File: config.mk
export PLATFORM = sky130hd
export DESIGN_NAME = serial_duty_entry_pwm
export DESIGN_NICKNAME = d
export VERILOG_FILES = /design/src/design/sdep_pkg.sv /design/src/design/sdep_entry.sv /design/src/design/sdep_pwm.sv /design/src/design/serial_duty_entry_pwm.sv
export VERILOG_INCLUDE_DIRS = /design/src /design/src/design
export SDC_FILE = /design/constraint.sdc
export NUM_CORES = 1
export LEC_CHECK = 0
export ABC_AREA = 1
export BUFFER_PORTS_ARGS = -buffer_cell sky130_fd_sc_hd__buf_2
export CORE_MARGIN = 4
export CORE_UTILIZATION = 55
export CTS_BUF_LIST = sky130_fd_sc_hd__clkbuf_8
export DETAILED_ROUTE_END_ITERATION = 7
export HOLD_SLACK_MARGIN = 0.03
export PLACE_DENSITY = 0.81
export SYNTH_ARGS = -nofsm -noshare
export SYNTH_HDL_FRONTEND = slang
export SYNTH_SLANG_ARGS = --single-unit
File: constraint.sdc
create_clock -name clk -period 6.8 [get_ports clk]
set_input_delay 0.68 -clock clk [delete_from_list [all_inputs] [get_ports clk]]
set_output_delay 0.68 -clock clk [all_outputs]
set_load 0.01 [all_outputs]
File: src/design/serial_duty_entry_pwm_assert.svh
// ----------------------------------------------------------------------------
// serial_duty_entry_pwm_assert.svh
// Concurrent assertion macros for the serial duty entry PWM block.
// ----------------------------------------------------------------------------
`ifndef SERIAL_DUTY_ENTRY_PWM_ASSERT_SVH
`define SERIAL_DUTY_ENTRY_PWM_ASSERT_SVH

// same-cycle implication, disabled during reset
`define SDEP_ASSERT_IMPLY(label, clk, rst_n, ante, cons) \
    label: assert property (@(posedge clk) disable iff (!rst_n) (ante) |-> (cons)) \
        else $error("sdep assertion failed: same-cycle implication");

// next-cycle implication, disabled during reset
`define SDEP_ASSERT_NEXT(label, clk, rst_n, ante, cons) \
    label: assert property (@(posedge clk) disable iff (!rst_n) (ante) |=> (cons)) \
        else $error("sdep assertion failed: next-cycle implication");

`endif

File: src/design/sdep_pkg.sv
// ----------------------------------------------------------------------------
// sdep_pkg
// Shared types, codes and constants of the serial duty entry PWM block.
// ----------------------------------------------------------------------------
`timescale 1ns / 1ps

package sdep_pkg;

    localparam int MENU_W = 2;
    localparam int DUTY_W = 7;
    localparam int BYTE_W = 8;
    localparam int SUM_W  = 16;

    localparam int PERIOD_TOP_DEFAULT = 100;

    localparam logic [MENU_W-1:0] MENU_MAIN = 2'd0;
    localparam logic [MENU_W-1:0] MENU_DUTY = 2'd1;
    localparam logic [MENU_W-1:0] MENU_FREQ = 2'd2;

    localparam logic [BYTE_W-1:0] KEY_ENTER  = 8'd13;
    localparam logic [BYTE_W-1:0] KEY_CANCEL = 8'h63;
    localparam logic [BYTE_W-1:0] KEY_DUTY   = 8'h64;
    localparam logic [BYTE_W-1:0] KEY_FREQ   = 8'h66;

    localparam logic signed [SUM_W-1:0] DIGIT_ZERO   = 16'sd48;
    localparam logic signed [SUM_W-1:0] WEIGHT_TEN   = 16'sd10;
    localparam logic signed [SUM_W-1:0] WEIGHT_HUND  = 16'sd100;
    localparam logic signed [SUM_W-1:0] SUM_DUTY_MAX = 16'sd100;

    localparam logic [DUTY_W-1:0] DUTY_MAX   = 7'd100;
    localparam logic [DUTY_W-1:0] DUTY_RESET = 7'd100;

    typedef struct packed {
        logic [DUTY_W-1:0] duty;
        logic              committed;
        logic [MENU_W-1:0] menu;
    } entry_res_t;

endpackage

File: src/design/sdep_entry.sv
// ----------------------------------------------------------------------------
// sdep_entry
// Menu state, digit buffer and committed duty value; serial byte handling.
// ----------------------------------------------------------------------------
`timescale 1ns / 1ps

module sdep_entry (
    input  logic                         clk,
    input  logic                         rst_n,
    input  logic                         take,
    input  logic [sdep_pkg::BYTE_W-1:0]  rx_byte,
    output logic [sdep_pkg::DUTY_W-1:0]  duty,
    output sdep_pkg::entry_res_t         res
);

    logic [sdep_pkg::MENU_W-1:0] menu_reg, menu_next;
    logic [sdep_pkg::BYTE_W-1:0] buf0_reg, buf0_next;
    logic [sdep_pkg::BYTE_W-1:0] buf1_reg, buf1_next;
    logic [1:0]                  fill_reg, fill_next;
    logic [sdep_pkg::DUTY_W-1:0] duty_reg, duty_next;
    logic                        commit;
    logic signed [sdep_pkg::SUM_W-1:0] d0, d1, d2, sum;

    function automatic logic signed [sdep_pkg::SUM_W-1:0] digit_of(
        input logic [sdep_pkg::BYTE_W-1:0] b);
        return $signed({{(sdep_pkg::SUM_W-sdep_pkg::BYTE_W){1'b0}}, b})
            - sdep_pkg::DIGIT_ZERO;
    endfunction

    assign d0 = digit_of(buf0_reg);
    assign d1 = digit_of(buf1_reg);
    assign d2 = digit_of(rx_byte);

    always_comb
    begin
        menu_next = menu_reg;
        buf0_next = buf0_reg;
        buf1_next = buf1_reg;
        fill_next = fill_reg;
        duty_next = duty_reg;
        commit    = 1'b0;
        sum       = '0;
        case (menu_reg)
            sdep_pkg::MENU_DUTY:
            begin
                if (rx_byte == sdep_pkg::KEY_CANCEL)
                begin
                    menu_next = sdep_pkg::MENU_MAIN;
                end
                else if (rx_byte == sdep_pkg::KEY_ENTER)
                begin
                    commit = 1'b1;
                    if (fill_reg == 2'd1)
                        sum = d0;
                    else if (fill_reg == 2'd2)
                        sum = d0 * sdep_pkg::WEIGHT_TEN + d1;
                end
                else if (fill_reg == 2'd0)
                begin
                    buf0_next = rx_byte;
                    fill_next = 2'd1;
                end
                else if (fill_reg == 2'd1)
                begin
                    buf1_next = rx_byte;
                    fill_next = 2'd2;
                end
                else
                begin
                    commit = 1'b1;
                    sum = d0 * sdep_pkg::WEIGHT_HUND + d1 * sdep_pkg::WEIGHT_TEN + d2;
                end
            end
            sdep_pkg::MENU_FREQ:
            begin
                if (rx_byte == sdep_pkg::KEY_CANCEL || rx_byte == sdep_pkg::KEY_ENTER)
                    menu_next = sdep_pkg::MENU_MAIN;
            end
            default:
            begin
                if (rx_byte == sdep_pkg::KEY_DUTY)
                    menu_next = sdep_pkg::MENU_DUTY;
                else if (rx_byte == sdep_pkg::KEY_FREQ)
                    menu_next = sdep_pkg::MENU_FREQ;
            end
        endcase
        if (commit)
        begin
            if (sum < 0)
                duty_next = '0;
            else if (sum > sdep_pkg::SUM_DUTY_MAX)
                duty_next = sdep_pkg::DUTY_MAX;
            else
                duty_next = sum[sdep_pkg::DUTY_W-1:0];
            buf0_next = '0;
            buf1_next = '0;
            fill_next = 2'd0;
            menu_next = sdep_pkg::MENU_MAIN;
        end
    end

    always_ff @(posedge clk or negedge rst_n)
    begin
        if (!rst_n)
        begin
            menu_reg <= sdep_pkg::MENU_MAIN;
            buf0_reg <= '0;
            buf1_reg <= '0;
            fill_reg <= 2'd0;
            duty_reg <= sdep_pkg::DUTY_RESET;
        end
        else if (take)
        begin
            menu_reg <= menu_next;
            buf0_reg <= buf0_next;
            buf1_reg <= buf1_next;
            fill_reg <= fill_next;
            duty_reg <= duty_next;
        end
    end

    // a tick leaves the menu and the duty untouched
    assign duty          = duty_reg;
    assign res.duty      = take ? duty_next : duty_reg;
    assign res.committed = commit & take;
    assign res.menu      = take ? menu_next : menu_reg;

endmodule

File: src/design/sdep_pwm.sv
// ----------------------------------------------------------------------------
// sdep_pwm
// Tick counter over 0..PERIOD_TOP and LED state against the duty value.
// ----------------------------------------------------------------------------
`timescale 1ns / 1ps

module sdep_pwm #(
    parameter int PERIOD_TOP = sdep_pkg::PERIOD_TOP_DEFAULT
) (
    input  logic                        clk,
    input  logic                        rst_n,
    input  logic                        tick,
    input  logic [sdep_pkg::DUTY_W-1:0] duty,
    output logic                        led_next
);

    localparam int CNT_W = $clog2(PERIOD_TOP + 1);
    localparam int CMP_W = (CNT_W > sdep_pkg::DUTY_W) ? CNT_W : sdep_pkg::DUTY_W;

    logic [CNT_W-1:0] cnt_reg, cnt_next;
    logic             led_reg;
    logic [CMP_W-1:0] cnt_ext, duty_ext;

    assign cnt_ext  = CMP_W'(cnt_reg);
    assign duty_ext = CMP_W'(duty);

    always_comb
    begin
        led_next = led_reg;
        cnt_next = cnt_reg;
        if (tick)
        begin
            if (cnt_ext < duty_ext)
                led_next = 1'b1;
            else if (cnt_ext > duty_ext)
                led_next = 1'b0;
            if (cnt_reg >= CNT_W'(PERIOD_TOP))
                cnt_next = '0;
            else
                cnt_next = cnt_reg + 1'b1;
        end
    end

    always_ff @(posedge clk or negedge rst_n)
    begin
        if (!rst_n)
        begin
            cnt_reg <= '0;
            led_reg <= 1'b0;
        end
        else
        begin
            cnt_reg <= cnt_next;
            led_reg <= led_next;
        end
    end

endmodule

File: src/design/serial_duty_entry_pwm.sv
// ----------------------------------------------------------------------------
// serial_duty_entry_pwm
// Serial duty-cycle entry menu driving a tick-based PWM LED.
//
// Input channel: in_valid/in_stall with mode (0 serial byte, 1 timer tick)
// and rx_byte. Output channel: out_valid/out_stall with led_on,
// duty_percent, duty_committed and menu_now; one result per input
// transaction.
// A transaction is captured in the input register, evaluated by the entry
// and PWM logic, and written to the result register, which drives
// out_valid; a receiver stall can hold it in the input register first.
// Throughput is one transaction per cycle while the receiver does not stall.
// When the receiver stalls, the result register holds; the input register
// holds one more transaction, and only then is in_stall raised.
// Reset: main menu, empty digit buffer, duty 100, counter 0, LED off,
// both registers empty.
// ----------------------------------------------------------------------------
`timescale 1ns / 1ps
`include "serial_duty_entry_pwm_assert.svh"

module serial_duty_entry_pwm #(
    parameter int PERIOD_TOP = sdep_pkg::PERIOD_TOP_DEFAULT
) (
    input  logic                        clk,
    input  logic                        rst_n,
    input  logic                        in_valid,
    output logic                        in_stall,
    input  logic                        mode,
    input  logic [sdep_pkg::BYTE_W-1:0] rx_byte,
    output logic                        out_valid,
    input  logic                        out_stall,
    output logic                        led_on,
    output logic [sdep_pkg::DUTY_W-1:0] duty_percent,
    output logic                        duty_committed,
    output logic [sdep_pkg::MENU_W-1:0] menu_now
);

    logic                        s1_valid_reg;
    logic                        s1_mode_reg;
    logic [sdep_pkg::BYTE_W-1:0] s1_byte_reg;
    logic                        out_valid_reg;
    logic                        led_reg;
    logic [sdep_pkg::DUTY_W-1:0] duty_reg;
    logic                        committed_reg;
    logic [sdep_pkg::MENU_W-1:0] menu_reg;

    logic                        advance_ok;
    logic                        load;
    logic                        fire;
    logic                        led_next;
    logic [sdep_pkg::DUTY_W-1:0] duty_cur;
    sdep_pkg::entry_res_t        step_res;

    assign advance_ok = !out_valid_reg || !out_stall;
    assign fire       = s1_valid_reg && advance_ok;
    assign in_stall   = s1_valid_reg && !advance_ok;
    assign load       = in_valid && !in_stall;

    sdep_entry u_entry (
        .clk     (clk),
        .rst_n   (rst_n),
        .take    (fire && !s1_mode_reg),
        .rx_byte (s1_byte_reg),
        .duty    (duty_cur),
        .res     (step_res)
    );

    sdep_pwm #(
        .PERIOD_TOP (PERIOD_TOP)
    ) u_pwm (
        .clk      (clk),
        .rst_n    (rst_n),
        .tick     (fire && s1_mode_reg),
        .duty     (duty_cur),
        .led_next (led_next)
    );

    always_ff @(posedge clk or negedge rst_n)
    begin
        if (!rst_n)
        begin
            s1_valid_reg  <= 1'b0;
            out_valid_reg <= 1'b0;
        end
        else
        begin
            if (load)
                s1_valid_reg <= 1'b1;
            else if (fire)
                s1_valid_reg <= 1'b0;
            if (advance_ok)
                out_valid_reg <= fire;
        end
    end

    always_ff @(posedge clk)
    begin
        if (load)
        begin
            s1_mode_reg <= mode;
            s1_byte_reg <= rx_byte;
        end
        if (fire)
        begin
            led_reg       <= led_next;
            duty_reg      <= step_res.duty;
            committed_reg <= step_res.committed;
            menu_reg      <= step_res.menu;
        end
    end

    assign out_valid      = out_valid_reg;
    assign led_on         = led_reg;
    assign duty_percent   = duty_reg;
    assign duty_committed = committed_reg;
    assign menu_now       = menu_reg;

    `SDEP_ASSERT_IMPLY(a_commit_main, clk, rst_n, out_valid_reg && committed_reg, menu_reg == sdep_pkg::MENU_MAIN)
    `SDEP_ASSERT_IMPLY(a_duty_range, clk, rst_n, out_valid_reg, duty_reg <= sdep_pkg::DUTY_MAX)
    `SDEP_ASSERT_NEXT(a_fire_to_out, clk, rst_n, fire, out_valid_reg)
    `SDEP_ASSERT_IMPLY(a_tick_no_commit, clk, rst_n, fire && s1_mode_reg, !step_res.committed)

endmodule

## Word level (Yosys, flattened, before mapping)

Cells that the tools add are included.

- Bits in registers: 57
- Logic and storage cells: 109

- Add/subtract/negate cells: 7
- Order comparisons: 5
- Equal/unequal tests: 11
- Bitwise operators: 1
- Reduce and logical (&&, ||, !) cells: 21
- Multiplexer cells: 46
- Multipliers: 3

Operators by type and width:

| operator | number |
|---|---|
| $mux 16 | 7 |
| $mux 8 | 11 |
| $add 16x16->16 | 3 |
| $mux 7 | 5 |
| $mul 16x4->15 const B | 2 |
| $sub 8x6->9 const B | 3 |
| $eq 8x7->1 const B | 3 |
| $mux 2 | 12 |
| $gt 16x8->1 const B | 1 |
| $lt 16x1->1 const B | 1 |
| $mul 16x6->14 const B | 1 |
| $mux 1 | 10 |
| $reduce_and 5->1 | 2 |
| $eq 8x4->1 const B | 1 |
| $reduce_bool 2->1 | 4 |
| $add 7x1->7 const B | 1 |
| $ge 7x7->1 const B | 1 |
| $gt 7x7->1 | 1 |
| $lt 7x7->1 | 1 |
| $ne 2x1->1 const B | 3 |
| $reduce_and 6->1 | 1 |
| $logic_and 1x1->1 | 5 |
| $logic_not 1->1 | 5 |
| $eq 2x1->1 const B | 2 |
| other kinds (6) | 8 |

## Logic depth before layout (Yosys ltp)

- Word-level depth: 14
- Mapped depth: 33
- Depth with buffers taken out: 33

## By module

Synthesis repeated with hierarchy kept, for this count alone.

- Cell total of the unflattened synthesis: 873
- Area, all modules: 6578.8 µm²

Modules (own cells, without submodules):

| module | cells an instance | seq. area each (µm²) | area an instance (µm²) | times used |
|---|---|---|---|---|
| sdep_entry | 751 | 679.4 | 5265.0 | 1 |
| serial_duty_entry_pwm | 35 | 650.6 | 705.7 | 1 |
| sdep_pwm | 87 | 200.2 | 608.1 | 1 |

## Worst setup path before layout

Ideal clock, no wire load.

- Kind: register to register
- Start point: register u_entry.buf0_reg[4] in the netlist's numbering
- End point: register duty_reg (netlist bit duty_percent[0]), data pin
- Library setup time: 0.257 ns
- Cell stages (with the launch flop): 31
- Path slack: 1.764 ns
- Arrival time: 4.779 ns
- Required time: 6.543 ns
- Clock period less this slack: 5.036 ns
- Cell sequence: dfrtp_1 > inv_1 > ha_1 > inv_1 > ha_1 > inv_1 > fa_1 > inv_1 > ha_1 > ha_1 > inv_1 > o21bai_1 > nand2_1 > nand2_1 > a21oi_1 > xor2_1 > fa_1 > inv_1 > ha_1 > a21oi_1 > o21ai_0 > a21oi_1 > o21ai_0 > nand3_1 > nand2_1 > nor2_1 > nor2_1 > nor2_1 > nor2_4 > nand3_1 > nand2_1

RTL lines:

| what | RTL line | RTL |
|---|---|---|
| start: declaration | sdep_entry.sv:17 | `logic [sdep_pkg::BYTE_W-1:0] buf0_reg, buf0_next;` |
| start signal: assignment | sdep_entry.sv:115 | `buf0_reg <= buf0_next;` |
| end signal: assignment | serial_duty_entry_pwm.sv:106 | `duty_reg <= step_res.duty;` |
| end: declaration | serial_duty_entry_pwm.sv:43 | `logic [sdep_pkg::DUTY_W-1:0] duty_reg;` |

==> results.py <==
metrics = {
    "floorplanning": {
        "fp.dieW_um": 119,
        "rows": 40,
        "coreArea_um2": 12000,
        "start_util_pct": 56.3,
        "fp.dieH_um": 119,
        "io-pin-count": 26,
        "dieArea_um2": 14100,
    },
    "grt": {
        "grt_pass1_wl_um": 27800,
        "grt_use_total_pct": 23.8,
        "antenna_found_initial": 0,
        "grt_overflow": 0,
        "grt_pass1_vias": 6039,
        "grt_max_degree": 38,
    },
    "final_layout": {
        "nets": 1114,
        "diodes": 0,
        "final_layout_size_suffix_gt1_share_pct": 8.26,
        "area_growth_pct": 7.30,
    },
    "timing": {
        "fmax_mhz": 177,
        "setup_tns_ns": 0,
        "fin_crit_sh_pct": 82.9,
        "hold_viol": 0,
        "worst_slew_pin_slew_ns": 0.958,
        "setup_viol": 0,
        "skew_ns": 0.00916,
        "finalMaxSlewViolations": 0,
        "timing.slew.headroom_pct": 35.7,
        "rsz0062_at_grt": "false",
        "final_period_minus_worst_setup_slack_ns": 5.64,
    },
    "status": {
        "status": "completed",
    },
    "worst_setup_path": {
        "critPathSlowestCell": "fa_1",
        "critPathLaunchType": "register",
        "worstPathRequired_ns": 6.89,
        "critPathKind": "register to register",
        "cp.arrival_ns": 5.73,
        "cp-end-kind": "register",
        "slowest_delay_ns": 0.50,
        "crit_fanout": 7,
        "crit_top_cell": "inv_1",
        "r2r_slack_ns": 1.16,
    },
    "yosys": {
        "synth_area_um2": 6770,
        "ys_types": 42,
        "yosys-top-cells-area": "ha_1 (19%), nand2_1 (15%), dfrtp_1 (13%)",
        "yosys_warnings": 0,
        "ys_seq_area_share_pct": 22.6,
        "synth_top_area_share_pct": 18.7,
        "syn_nets": 1083,
        "ys.flop_type": "dfrtp_1",
        "synthCells": 945,
        "ys_ff_latch": 57,
        "synth_edf_count": 20,
        "async_reset_ff_share_pct": 64.9,
        "syn_avg_cell_area_um2": 7.16,
        "yosysTopAreaCell": "ha_1",
    },
    "cts": {
        "ctsHoldBuffers": 0,
        "clockBufferDepth": 2,
        "cts_resized": 0,
        "clk_pin_slew_worst_paths_ns": 0.07,
        "cts_num_sinks": 57,
        "cts_tree": "done",
        "htreeDepth": 3,
        "numCtsBuffers": 9,
        "cts_setup_buffers": 0,
        "clock-root-buffer": "clkbuf_8",
        "clock_latency_ns": 0.34,
    },
    "routing": {
        "ant_nets": 0,
        "wirelength_um": 15600,
        "firstDrtPassIters": 5,
        "via_count": 6107,
        "drc": 0,
        "drtIter0Drc": 446,
        "routedWlPerCell_um": 13.9,
        "routed_via_density": 5.41,
    },
    "placement": {
        "gp_congestion": 0.908,
        "hpwl_um": 12700,
        "port_buffers": 25,
    },
    "min_path": {
        "hp-class": "input pin to asynchronous set/reset pin",
    },
    "run": {
        "cap_violations": 0,
    },
}
## layout by cell type, fill, tap and decap left out, drive strengths merged, types with 2 or more instances in the layout
| cell | instances |
|---|---|
| a21boi | 3 |
| o22ai | 4 |
| dfrtp | 34 |
| xor2 | 16 |
| o21bai | 5 |
| bufinv | 2 |
| nand4 | 13 |
| or2 | 3 |
| and3 | 3 |
| nor3 | 10 |
| o21ai | 38 |
| nand3b | 4 |
| a31oi | 4 |
| dfstp | 3 |
| clkbuf | 11 |
| buf | 25 |
| nand3 | 63 |
| nor2 | 64 |
| o221ai | 2 |
| a21o | 2 |
| fa | 24 |
| o211ai | 2 |
| clkinv | 2 |
| ha | 101 |
| xnor2 | 12 |
| nand2 | 274 |
| edfxtp | 20 |
| o31ai | 2 |
| a21oi | 53 |
| inv | 176 |
## stage by stage
stage / std cells / setup slack [ns] / utilization, % / hold WS, ns / area, µm²
after floorplan: 945 / 1.76 / - / 0.384 / 6770
after global placement: 1112 / 1.33 / 58.6 / 0.463 / 7030
after detailed placement: 1112 / 1.16 / 58.6 / 0.466 / 7030
after CTS: 1128 / 1.15 / 60.5 / 0.470 / 7260
after global routing: 1128 / 0.649 / 60.5 / 0.495 / 7260
final: 1128 / 1.16 / 60.5 / 0.459 / 7260
## cell usage after synthesis (2+ instances only)
library cell and count:
o22ai_1 3, a21boi_0 3, ha_1 101, nor2_1 54, nor2_2 5, buf_6 3
a21o_1 2, o211ai_1 2, dfstp_2 3, nand2_1 270, fa_1 24, nor3_1 10
dfrtp_1 34, xor2_1 16, and3_1 3, nand4_1 13, nand2_2 4, inv_2 12
nor2_4 5, o21ai_0 36, nand3_2 3, inv_1 163, o21ai_1 2, a31oi_1 4
buf_2 2, edfxtp_1 20, a21oi_2 2, nand3_1 60, or2_2 3, a21oi_1 51
xnor2_1 12, o31ai_1 2, nand3b_1 4, o221ai_1 2, o21bai_1 5
## cell type report
class | count | area [µm²]
flip-flops and latches | 57 | 1530
fillers | 1106 | 4750
clock inverters | 5 | 77.6
clock buffers | 11 | 151
well taps | 147 | 184
inverters | 176 | 663
multi-input cells | 707 | 4530
repair buffers | 25 | 125
## final timing paths
| check | start | endpoint | cells after the start |
|---|---|---|---|
| worst max register to register | u_entry.buf0_reg[4] | duty_percent[1] | 30 |
| min in group clk | s1_valid_reg | out_valid | 2 |
| worst max-delay path | u_entry.buf0_reg[4] | duty_percent[1] | 30 |
| worst min register to register | s1_valid_reg | out_valid | 2 |
| max in group asynchronous | rst_n | u_entry.buf1_reg[1] | 1 |
| worst min-delay path | rst_n | u_pwm.cnt_ext[2] | 1 |
## metal layers
metal,part of all wire (%),vias to the layer above,global-route usage [%]
met2,45,196,38.8
met3,6.4,32,3.70
li1,-,3115,-
met1,46,2764,32.3
met4,2.4,0,8.11
met5,0,-,0
## worst max-delay path: cells and delay by family (launching register included)
family	cells	cell delay, ns
xor gates and xnor gates	1	0.15
DFF	1	0.43
buffers and inverters	6	0.49
AOI/OAI and AO/OA	6	0.72
and+or+nand+nor	10	0.94
adders and majority gates	7	2.62
## cells by family after synthesis
logic type / count (synthesis) / share of synthesized area [%]
AND/OR/NAND/NOR: 435 / 27.6
AO/OA/AOI/OAI: 119 / 9.98
flip-flops: 57 / 22.6
buffers and inverters: 181 / 10.4
XOR/XNOR: 28 / 3.62
adder cells (fa/ha/maj): 125 / 25.8
Power is not shown: default switching activity piles up to over one toggle a cycle in this logic, so the estimate is an artifact.
